<file path="src/hw/rtl/wma_pkg.sv">
// package for the weighted moving average block
// holds field widths, reset values and the sequencer state type; no dependencies

package wma_pkg;

    // field widths fixed by the item layout
    localparam int WMA_DATA_W   = 32;
    localparam int WMA_PERIOD_W = 7;

    // default window depth and register reset value
    localparam int                  WMA_MAX_PERIOD   = 64;
    localparam logic [WMA_PERIOD_W-1:0] WMA_PERIOD_RESET = 7'd30;

    // sequencer states
    typedef enum logic [1:0] {
        ST_IDLE,
        ST_MAC,
        ST_DIV,
        ST_DONE
    } t_wma_state;

endpackage

</file>
<file path="src/hw/rtl/wma_divider.sv">
// bit-serial signed divider, one quotient bit per cycle, truncates toward zero
// signed dividend, positive divisor; standalone, uses no package items

module wma_divider #(
    parameter int NUM_W = 45,
    parameter int DEN_W = 12
) (
    input  logic                    i_clk,
    input  logic                    i_rst_n,
    input  logic                    i_start,
    input  logic signed [NUM_W-1:0] i_num,
    input  logic        [DEN_W-1:0] i_den,
    output logic                    o_done,
    output logic signed [NUM_W-1:0] o_quo
);

    localparam int CW = $clog2(NUM_W + 1);

    logic             r_busy;
    logic             r_done;
    logic [CW-1:0]    r_cnt;
    logic             r_neg;
    logic [NUM_W-1:0] r_q;
    logic [DEN_W:0]   r_rem;
    logic [DEN_W-1:0] r_den;

    logic [NUM_W-1:0] w_mag;
    logic [DEN_W:0]   w_trial;
    logic             w_ge;
    logic [DEN_W:0]   n_rem;

    // magnitude of the dividend
    assign w_mag = i_num[NUM_W-1] ? NUM_W'(-i_num) : NUM_W'(i_num);

    // one restoring step: shift in the next dividend bit and try to subtract
    always_comb begin
        w_trial = {r_rem[DEN_W-1:0], r_q[NUM_W-1]};
        w_ge    = (w_trial >= {1'b0, r_den});
        n_rem   = w_ge ? (w_trial - {1'b0, r_den}) : w_trial;
    end

    // control
    always_ff @(posedge i_clk) begin
        if (!i_rst_n) begin
            r_busy <= 1'b0;
            r_done <= 1'b0;
        end else begin
            r_done <= 1'b0;
            if (i_start) begin
                r_busy <= 1'b1;
            end else if (r_busy && r_cnt == CW'(NUM_W - 1)) begin
                r_busy <= 1'b0;
                r_done <= 1'b1;
            end
        end
    end

    // datapath: dividend bits shift out as quotient bits shift in
    always_ff @(posedge i_clk) begin
        if (i_start) begin
            r_cnt <= '0;
            r_neg <= i_num[NUM_W-1];
            r_q   <= w_mag;
            r_rem <= '0;
            r_den <= i_den;
        end else if (r_busy) begin
            r_cnt <= r_cnt + 1'b1;
            r_rem <= n_rem;
            r_q   <= {r_q[NUM_W-2:0], w_ge};
        end
    end

    assign o_done = r_done;
    assign o_quo  = r_neg ? $signed(-r_q) : $signed(r_q);

endmodule

</file>
<file path="src/hw/rtl/weighted_moving_average.sv">
// top level of the linear weighted moving average over Q16.16 price samples
// depends on wma_pkg and wma_divider
//
//  channel  | direction | tdata / data      | tuser         | accepted when
//  ---------+-----------+-------------------+---------------+---------------------------
//  s_axis   | in        | price [31:0]      | price_missing | s_axis_tvalid & tready
//  m_axis   | out       | average [31:0]    | average_valid | m_axis_tvalid & tready
//  cfg      | in        | period [6:0]      | -             | i_cfg_valid & o_cfg_ready
//
// missing sample or window not yet full: the sequencer goes from idle straight to done, no mac or divide.
// full window: one mac pass over the window memory, one entry per cycle, then the bit-serial
// divider at one quotient bit per cycle (ACC_W = 45 at MAX_PERIOD 64).
// synchronous active-low reset sets period to 30 and empties the window.
// one item in work at a time; a result waits in the output register, the sequencer holds if full.

module weighted_moving_average
    import wma_pkg::*;
#(
    parameter int MAX_PERIOD = WMA_MAX_PERIOD
) (
    input  logic                    i_clk,
    input  logic                    i_rst_n,
    // input samples
    input  logic                    s_axis_tvalid,
    output logic                    s_axis_tready,
    input  logic [WMA_DATA_W-1:0]   s_axis_tdata,  // [31:0] price
    input  logic                    s_axis_tuser,  // [0] price_missing
    // results
    output logic                    m_axis_tvalid,
    input  logic                    m_axis_tready,
    output logic [WMA_DATA_W-1:0]   m_axis_tdata,  // [31:0] average
    output logic                    m_axis_tuser,  // [0] average_valid
    // period register write
    input  logic                    i_cfg_valid,
    output logic                    o_cfg_ready,
    input  logic [WMA_PERIOD_W-1:0] i_cfg_data
);

    localparam int PW     = $clog2(MAX_PERIOD + 1);
    localparam int SW     = (MAX_PERIOD > 1) ? $clog2(MAX_PERIOD) : 1;
    localparam int SUM_W  = $clog2(MAX_PERIOD * (MAX_PERIOD + 1) / 2 + 1);
    localparam int ACC_W  = WMA_DATA_W + 1 + SUM_W;
    localparam int PROD_W = WMA_DATA_W + 1 + PW;

    t_wma_state r_state, n_state;

    logic [WMA_PERIOD_W-1:0] r_period;
    logic [PW-1:0]           r_fill;
    logic [SW-1:0]           r_slot;

    // window memory and mac pipeline
    logic [WMA_DATA_W-1:0]    r_mem [MAX_PERIOD];
    logic [SW-1:0]            r_rd_slot;
    logic [PW:0]              r_wt;
    logic                     r_v1, r_v2;
    logic [WMA_DATA_W-1:0]    r_mem_q;
    logic [PW-1:0]            r_wt_q;
    logic signed [PROD_W-1:0] r_prod;
    logic signed [ACC_W-1:0]  r_acc;
    logic [SUM_W-1:0]         r_den;

    // pending result and output register
    logic [WMA_DATA_W-1:0] r_res_avg;
    logic                  r_res_ok;
    logic                  r_out_valid;
    logic [WMA_DATA_W-1:0] r_out_data;
    logic                  r_out_user;

    logic [PW-1:0]      w_p;
    logic [2*PW:0]      w_pp;
    logic [SW-1:0]      w_slot_w;
    logic [SW-1:0]      w_slot_nx;
    logic [PW-1:0]      w_fill_nx;
    logic               w_full;
    logic               w_in_acc;
    logic               w_cfg_acc;
    logic               w_issue;
    logic               w_drained;
    logic               w_div_start;
    logic               w_div_done;
    logic signed [ACC_W-1:0] w_quo;
    logic               w_load_out;
    logic               w_ready_in;
    logic               w_cfg_ready;

    // effective period, saturated to 1..MAX_PERIOD
    always_comb begin
        if (r_period == '0) begin
            w_p = PW'(1);
        end else if (int'(r_period) > MAX_PERIOD) begin
            w_p = PW'(MAX_PERIOD);
        end else begin
            w_p = PW'(r_period);
        end
    end

    // twice the sum of weights: p*(p+1)
    assign w_pp = (2*PW+1)'(w_p) * (2*PW+1)'((PW+1)'(w_p) + 1'b1);

    // ring write position, next position and fill level on a present sample
    always_comb begin
        w_slot_w  = (PW'(r_slot) >= w_p) ? '0 : r_slot;
        w_slot_nx = (((PW+1)'(w_slot_w) + 1'b1) >= (PW+1)'(w_p)) ? '0
                                                                 : w_slot_w + 1'b1;
        w_fill_nx = (r_fill < w_p) ? r_fill + 1'b1 : r_fill;
        w_full    = (w_fill_nx >= w_p);
    end

    assign w_in_acc  = s_axis_tvalid & w_ready_in;
    assign w_cfg_acc = i_cfg_valid & w_cfg_ready;
    assign w_drained = !w_issue && !r_v1 && !r_v2;

    // sequencer outputs
    always_comb begin
        w_ready_in  = 1'b0;
        w_cfg_ready = 1'b0;
        w_issue     = 1'b0;
        w_div_start = 1'b0;
        w_load_out  = 1'b0;
        case (r_state)
            ST_IDLE: begin
                w_cfg_ready = 1'b1;
                w_ready_in  = !i_cfg_valid;
            end
            ST_MAC: begin
                w_issue     = (r_wt <= (PW+1)'(w_p));
                w_div_start = !(r_wt <= (PW+1)'(w_p)) && !r_v1 && !r_v2;
            end
            ST_DONE: begin
                w_load_out = !r_out_valid || m_axis_tready;
            end
            default: begin
            end
        endcase
    end

    // sequencer next state
    always_comb begin
        n_state = r_state;
        case (r_state)
            ST_IDLE: begin
                if (w_in_acc) begin
                    if (!s_axis_tuser && w_full) begin
                        n_state = ST_MAC;
                    end else begin
                        n_state = ST_DONE;
                    end
                end
            end
            ST_MAC: begin
                if (w_drained) begin
                    n_state = ST_DIV;
                end
            end
            ST_DIV: begin
                if (w_div_done) begin
                    n_state = ST_DONE;
                end
            end
            ST_DONE: begin
                if (w_load_out) begin
                    n_state = ST_IDLE;
                end
            end
            default: begin
                n_state = ST_IDLE;
            end
        endcase
    end

    // control registers
    always_ff @(posedge i_clk) begin
        if (!i_rst_n) begin
            r_state     <= ST_IDLE;
            r_period    <= WMA_PERIOD_RESET;
            r_fill      <= '0;
            r_slot      <= '0;
            r_v1        <= 1'b0;
            r_v2        <= 1'b0;
            r_out_valid <= 1'b0;
        end else begin
            r_state <= n_state;
            r_v1    <= w_issue;
            r_v2    <= r_v1;
            if (w_cfg_acc) begin
                r_period <= i_cfg_data;
                r_fill   <= '0;
                r_slot   <= '0;
            end else if (w_in_acc && !s_axis_tuser) begin
                r_fill <= w_fill_nx;
                r_slot <= w_slot_nx;
            end
            if (w_load_out) begin
                r_out_valid <= 1'b1;
            end else if (m_axis_tready) begin
                r_out_valid <= 1'b0;
            end
        end
    end

    // window memory: write on a present sample, registered read for the mac pass
    always_ff @(posedge i_clk) begin
        if (w_in_acc && !s_axis_tuser) begin
            r_mem[w_slot_w] <= s_axis_tdata;
        end
        r_mem_q <= r_mem[r_rd_slot];
    end

    // mac pass from oldest (weight 1) to newest (weight p)
    always_ff @(posedge i_clk) begin
        r_den <= SUM_W'(w_pp >> 1);
        if (w_in_acc) begin
            r_rd_slot <= w_slot_nx;
            r_wt      <= (PW+1)'(1);
            r_acc     <= '0;
        end else begin
            if (w_issue) begin
                r_rd_slot <= (((PW+1)'(r_rd_slot) + 1'b1) >= (PW+1)'(w_p)) ? '0
                                                                          : r_rd_slot + 1'b1;
                r_wt      <= r_wt + 1'b1;
            end
            if (r_v2) begin
                r_acc <= r_acc + ACC_W'(r_prod);
            end
        end
        r_wt_q <= PW'(r_wt);
        r_prod <= $signed(r_mem_q) * $signed({1'b0, r_wt_q});
    end

    wma_divider #(
        .NUM_W (ACC_W),
        .DEN_W (SUM_W)
    ) u_div (
        .i_clk   (i_clk),
        .i_rst_n (i_rst_n),
        .i_start (w_div_start),
        .i_num   (r_acc),
        .i_den   (r_den),
        .o_done  (w_div_done),
        .o_quo   (w_quo)
    );

    // pending result and output register
    always_ff @(posedge i_clk) begin
        if (w_in_acc) begin
            r_res_avg <= '0;
            r_res_ok  <= !s_axis_tuser && w_full;
        end else if (r_state == ST_DIV && w_div_done) begin
            r_res_avg <= WMA_DATA_W'(w_quo);
        end
        if (w_load_out) begin
            r_out_data <= r_res_avg;
            r_out_user <= r_res_ok;
        end
    end

    assign s_axis_tready = w_ready_in;
    assign o_cfg_ready   = w_cfg_ready;
    assign m_axis_tvalid = r_out_valid;
    assign m_axis_tdata  = r_out_data;
    assign m_axis_tuser  = r_out_user;

endmodule
</file>
<file path="config.mk">
export PLATFORM = sky130hd
export DESIGN_NAME = weighted_moving_average
export DESIGN_NICKNAME = d
export VERILOG_FILES = /design/src/hw/rtl/wma_pkg.sv /design/src/hw/rtl/wma_divider.sv /design/src/hw/rtl/weighted_moving_average.sv
export SDC_FILE = /design/constraint.sdc
export NUM_CORES = 2
export LEC_CHECK = 0
export BUFFER_PORTS_ARGS = -buffer_cell sky130_fd_sc_hd__buf_4
export CELL_PAD_IN_SITES_DETAIL_PLACEMENT = 1
export CELL_PAD_IN_SITES_GLOBAL_PLACEMENT = 1
export CORE_ASPECT_RATIO = 1.5
export CORE_MARGIN = 2
export CORE_UTILIZATION = 59
export CTS_CLUSTER_SIZE = 14
export DETAILED_ROUTE_END_ITERATION = 10
export GPL_ROUTABILITY_DRIVEN = 0
export PLACE_DENSITY_LB_ADDON = 0.1
export SETUP_SLACK_MARGIN = 0.3
export SYNTH_ARGS = -nofsm -noshare
export SYNTH_HDL_FRONTEND = slang
export SYNTH_SLANG_ARGS = --single-unit
</file>
<file path="constraint.sdc">
create_clock -name i_clk -period 12.5 [get_ports i_clk]
set_clock_uncertainty 0.1 [all_clocks]
set_input_delay 1.25 -clock i_clk [delete_from_list [all_inputs] [get_ports i_clk]]
set_output_delay 1.25 -clock i_clk [all_outputs]
set_load 0.02 [all_outputs]
</file>
==> results.json <==
{
  "route.vias.total": 60120,
  "track_usage_pct": 32.7,
  "wire_length_per_cell_um": 32.1,
  "dominantRegCellSynth": "sky130_fd_sc_hd__edfxtp_1",
  "finalPower_uw": 26500,
  "cts_setup_buffers": 0,
  "stage_delay_of_the_slowest_cell_on_the_critical_path_ps": 560,
  "power_leakage_uw": 0.0400,
  "syn-instance-count": 6547,
  "share_of_cells_above_drive_strength_1_pct": 13.1,
  "worstPathRequired_ps": 13130,
  "total_of_warnings_raised_by_yosys": 0,
  "synth_top_cell_area_share_pct": 62.1,
  "timing.critical_path.from_type": "register",
  "comb_power_share_pct": 40.8,
  "outcome": "completed",
  "detail-route-antenna-nets": 0,
  "detailedPlacementHpwl_um": 179000,
  "cp_top_family": "adder cells",
  "cts_root_buf": "sky130_fd_sc_hd__clkbuf_16",
  "grt_pass1_vias": 64694,
  "timing.final.crit_share_pct": 49.1,
  "grt_max_degree": 124,
  "use_met1_pct": 37.7,
  "syn_avg_cell_area_um2": 15.9,
  "dieArea_um2": 179000,
  "synth.ff_latch_count": 2367,
  "post-route-drc-count": 0,
  "core_region_area_um2": 175000,
  "most_frequent_cell_on_the_critical_path": "sky130_fd_sc_hd__inv_1",
  "hold_path_class": "register to register",
  "crit_chain": "inv_2, nand2_1, inv_1, nand3_1, or3_1, ha_1, nor2_1, fa_1, inv_1, fa_1, inv_1, fa_1, inv_1, fa_1, inv_1, ha_1, inv_1, o21bai_1, a21oi_1, o21bai_1, a21oi_1, o21ai_0, xnor2_1",
  "pwr-share-clk_pct": 23.9,
  "yosysUniqueCellTypes": 78,
  "vias_per_cell": 6.61,
  "layout_min_cycle_time_ps": 6140,
  "syn2layout_area_growth_pct": 9.94,
  "synth_seq_area_share_pct": 66.4,
  "synth-edff-count": 2146,
  "die_y_um": 518,
  "drt-total-wl_um": 292000,
  "maxCapViolations": 0,
  "power.share.switching_pct": 37.4,
  "critPathMaxFanout": 15,
  "final_setup_tns_ps": 0,
  "globalRouteMet3Util_pct": 5.04,
  "tightestPinTransition_ps": 1340,
  "placement_rows": 188,
  "final_nets": 7109,
  "filler_cell_count": 15300,
  "vdd_drop_max_mv": 0.193,
  "setup_violations": 0,
  "synth.area.top_cells": "sky130_fd_sc_hd__edfxtp_1, sky130_fd_sc_hd__mux4_2, sky130_fd_sc_hd__mux2i_1",
  "numClockSinks": 2367,
  "critical_path_arrival_ps": 6780,
  "final_util_pct": 65.3,
  "power_density_nw_per_um2": 233,
  "cts_resized": 0,
  "critPathBufInv": 7,
  "cts-htree-levels": 4,
  "synth.most_common_cell": "sky130_fd_sc_hd__edfxtp_1",
  "met2_routing_resource_usage_after_global_routing_pct": 58.3,
  "detailedRoute.firstIterationViolations": 5360,
  "grt_first_pass_wirelength_um": 429000,
  "final_max_slew_viol_count": 0,
  "worstSkewPairLatency_ps": 880,
  "grt-busiest-layer": "met2",
  "starting_density_of_the_core_pct": 59.4,
  "crit_path_top_delay_cell": "sky130_fd_sc_hd__fa_1",
  "rsz_0062_raised_after_global_routing": "no",
  "slew_headroom_pct": 10.6,
  "async_flop_share_pct": 0,
  "cts_tree": "done",
  "max_freq_ghz": 0.163,
  "netlist.top_cell.by_area": "sky130_fd_sc_hd__edfxtp_1",
  "hold_buffers": 0,
  "synth_commonest_cells": "sky130_fd_sc_hd__edfxtp_1, sky130_fd_sc_hd__mux2i_1, sky130_fd_sc_hd__inv_1",
  "critPathKind": "register to register",
  "drt-pass1-iter-count": 5,
  "report.final.hold_viol_count": 0,
  "dieWidth_um": 346,
  "setup.worst_path.end_class": "register",
  "mappedNetlistArea_um2": 104000,
  "grt_remaining_overflow": 0,
  "cts-root-to-sink-buffers": 4,
  "grt_antenna_before_repair": 40,
  "cellInternalPower_uw": 16600,
  "io_buffers": 80,
  "power.sequential.fraction_pct": 35.4,
  "design.portCount": 81,
  "cts.reportedPaths.clkPinSlew_ps": 60,
  "netSwitchingPower_uw": 9930,
  "tritoncts.num_buffers": 216
}
-- power groups by stage --
stage	Clock (uW)	Sequential (uW)	Combinational, uW
final	6340	9390	10800
after CTS	6410	9380	10800
after global routing	6630	9420	11700
after detailed placement	0	9550	10700
after floorplan	0	9350	7440
after global placement	0	9540	10400
-- cell type report --
type	count	area, um^2	share of cell area, %
Multi-Input combinational cell	3487	32800	28.8
Tap cell	2280	2850	2.50
Antenna cell	25	62.6	0.0548
Clock buffer	275	5800	5.09
Timing Repair Buffer	201	1570	1.38
Inverter	373	1410	1.23
Clock inverter	85	721	0.632
Sequential cell	2367	68900	60.4
-- final timing paths --
check	start	endpoint	slack, ps	cells past startpoint
worst max-delay path	r_period[6]$_SDFFE_PN0P_	r_den[11]$_DFF_P_	6360	23
worst min-delay path	r_den[3]$_DFF_P_	u_div.r_den[3]$_DFFE_PP_	300	0
worst max register to register	r_period[6]$_SDFFE_PN0P_	r_den[11]$_DFF_P_	6360	23
worst min register to register	r_den[3]$_DFF_P_	u_div.r_den[3]$_DFFE_PP_	300	0
-- routing by layer --
layer,vias up,part of all wire (%)
li1,25365,-
met1,31317,35
met2,2627,52
met3,803,6.6
met4,8,6.0
met5,-,0.020
-- kinds of logic (layout without fill, tap and decap cells) --
| group | count (synthesis) | after routing | share of synthesized area (%) |
|---|---|---|---|
| compound gates | 1009 | 1009 | 6.58 |
| xor+xnor | 196 | 196 | 1.65 |
| fa+ha+maj | 418 | 418 | 6.46 |
| buf+inv | 696 | 934 | 2.53 |
| flops | 2367 | 2367 | 66.4 |
| mux | 840 | 840 | 11.8 |
| other cells | 2 | 30 | 0.00724 |
| simple gates | 1019 | 1019 | 4.66 |
-- cell usage in the layout (no fill, tap or decap), types with 31 or more instances in the layout --
cell	Yosys	routed
sky130_fd_sc_hd__edfxtp_1	2146	2146
sky130_fd_sc_hd__mux2i_1	534	534
sky130_fd_sc_hd__inv_1	369	369
sky130_fd_sc_hd__nand2_1	366	364
sky130_fd_sc_hd__mux4_2	304	304
sky130_fd_sc_hd__o221ai_1	248	248
sky130_fd_sc_hd__a21oi_1	243	243
sky130_fd_sc_hd__ha_1	222	222
sky130_fd_sc_hd__clkbuf_16	0	221
sky130_fd_sc_hd__dfxtp_1	221	220
sky130_fd_sc_hd__fa_1	196	196
sky130_fd_sc_hd__buf_4	0	196
sky130_fd_sc_hd__nor2_1	250	186
sky130_fd_sc_hd__and2_1	173	172
sky130_fd_sc_hd__o21ai_0	146	146
sky130_fd_sc_hd__o22ai_1	130	130
sky130_fd_sc_hd__xor2_1	104	104
sky130_fd_sc_hd__xnor2_1	92	92
sky130_fd_sc_hd__nor2_4	0	64
sky130_fd_sc_hd__a21o_1	54	54
sky130_fd_sc_hd__a211oi_1	49	49
sky130_fd_sc_hd__clkbuf_1	248	46
sky130_fd_sc_hd__nand3_1	44	44
sky130_fd_sc_hd__clkinv_1	3	35
sky130_fd_sc_hd__clkinv_2	0	31
-- flip-flops by register name, indices dropped and copies added, names as in the netlist, 2 cells and up --
register / count
r_mem: 2048
r_acc: 45
u_div.r_q: 45
r_prod: 40
m_axis_tdata: 32
r_mem_q: 32
r_res_avg: 32
r_den: 12
u_div.r_den: 12
u_div.r_rem: 12
r_wt: 8
r_fill: 7
r_period: 7
r_wt_q: 7
r_rd_slot: 6
r_slot: 6
u_div.r_cnt: 6
r_state: 2
-- metrics by stage --
step | cell area [um^2] | hold slack, ps | std cells | setup slack (ps)
finish | 114000 | 299 | 9093 | 6360
detailed placement | 108000 | 291 | 8708 | 6330
floorplan | 104000 | 273 | 6550 | 7110
CTS | 114000 | 301 | 9068 | 6320
global placement | 108000 | 287 | 8708 | 6430
global route | 114000 | 302 | 9091 | 5910
Power figures use the tool's default switching activity.
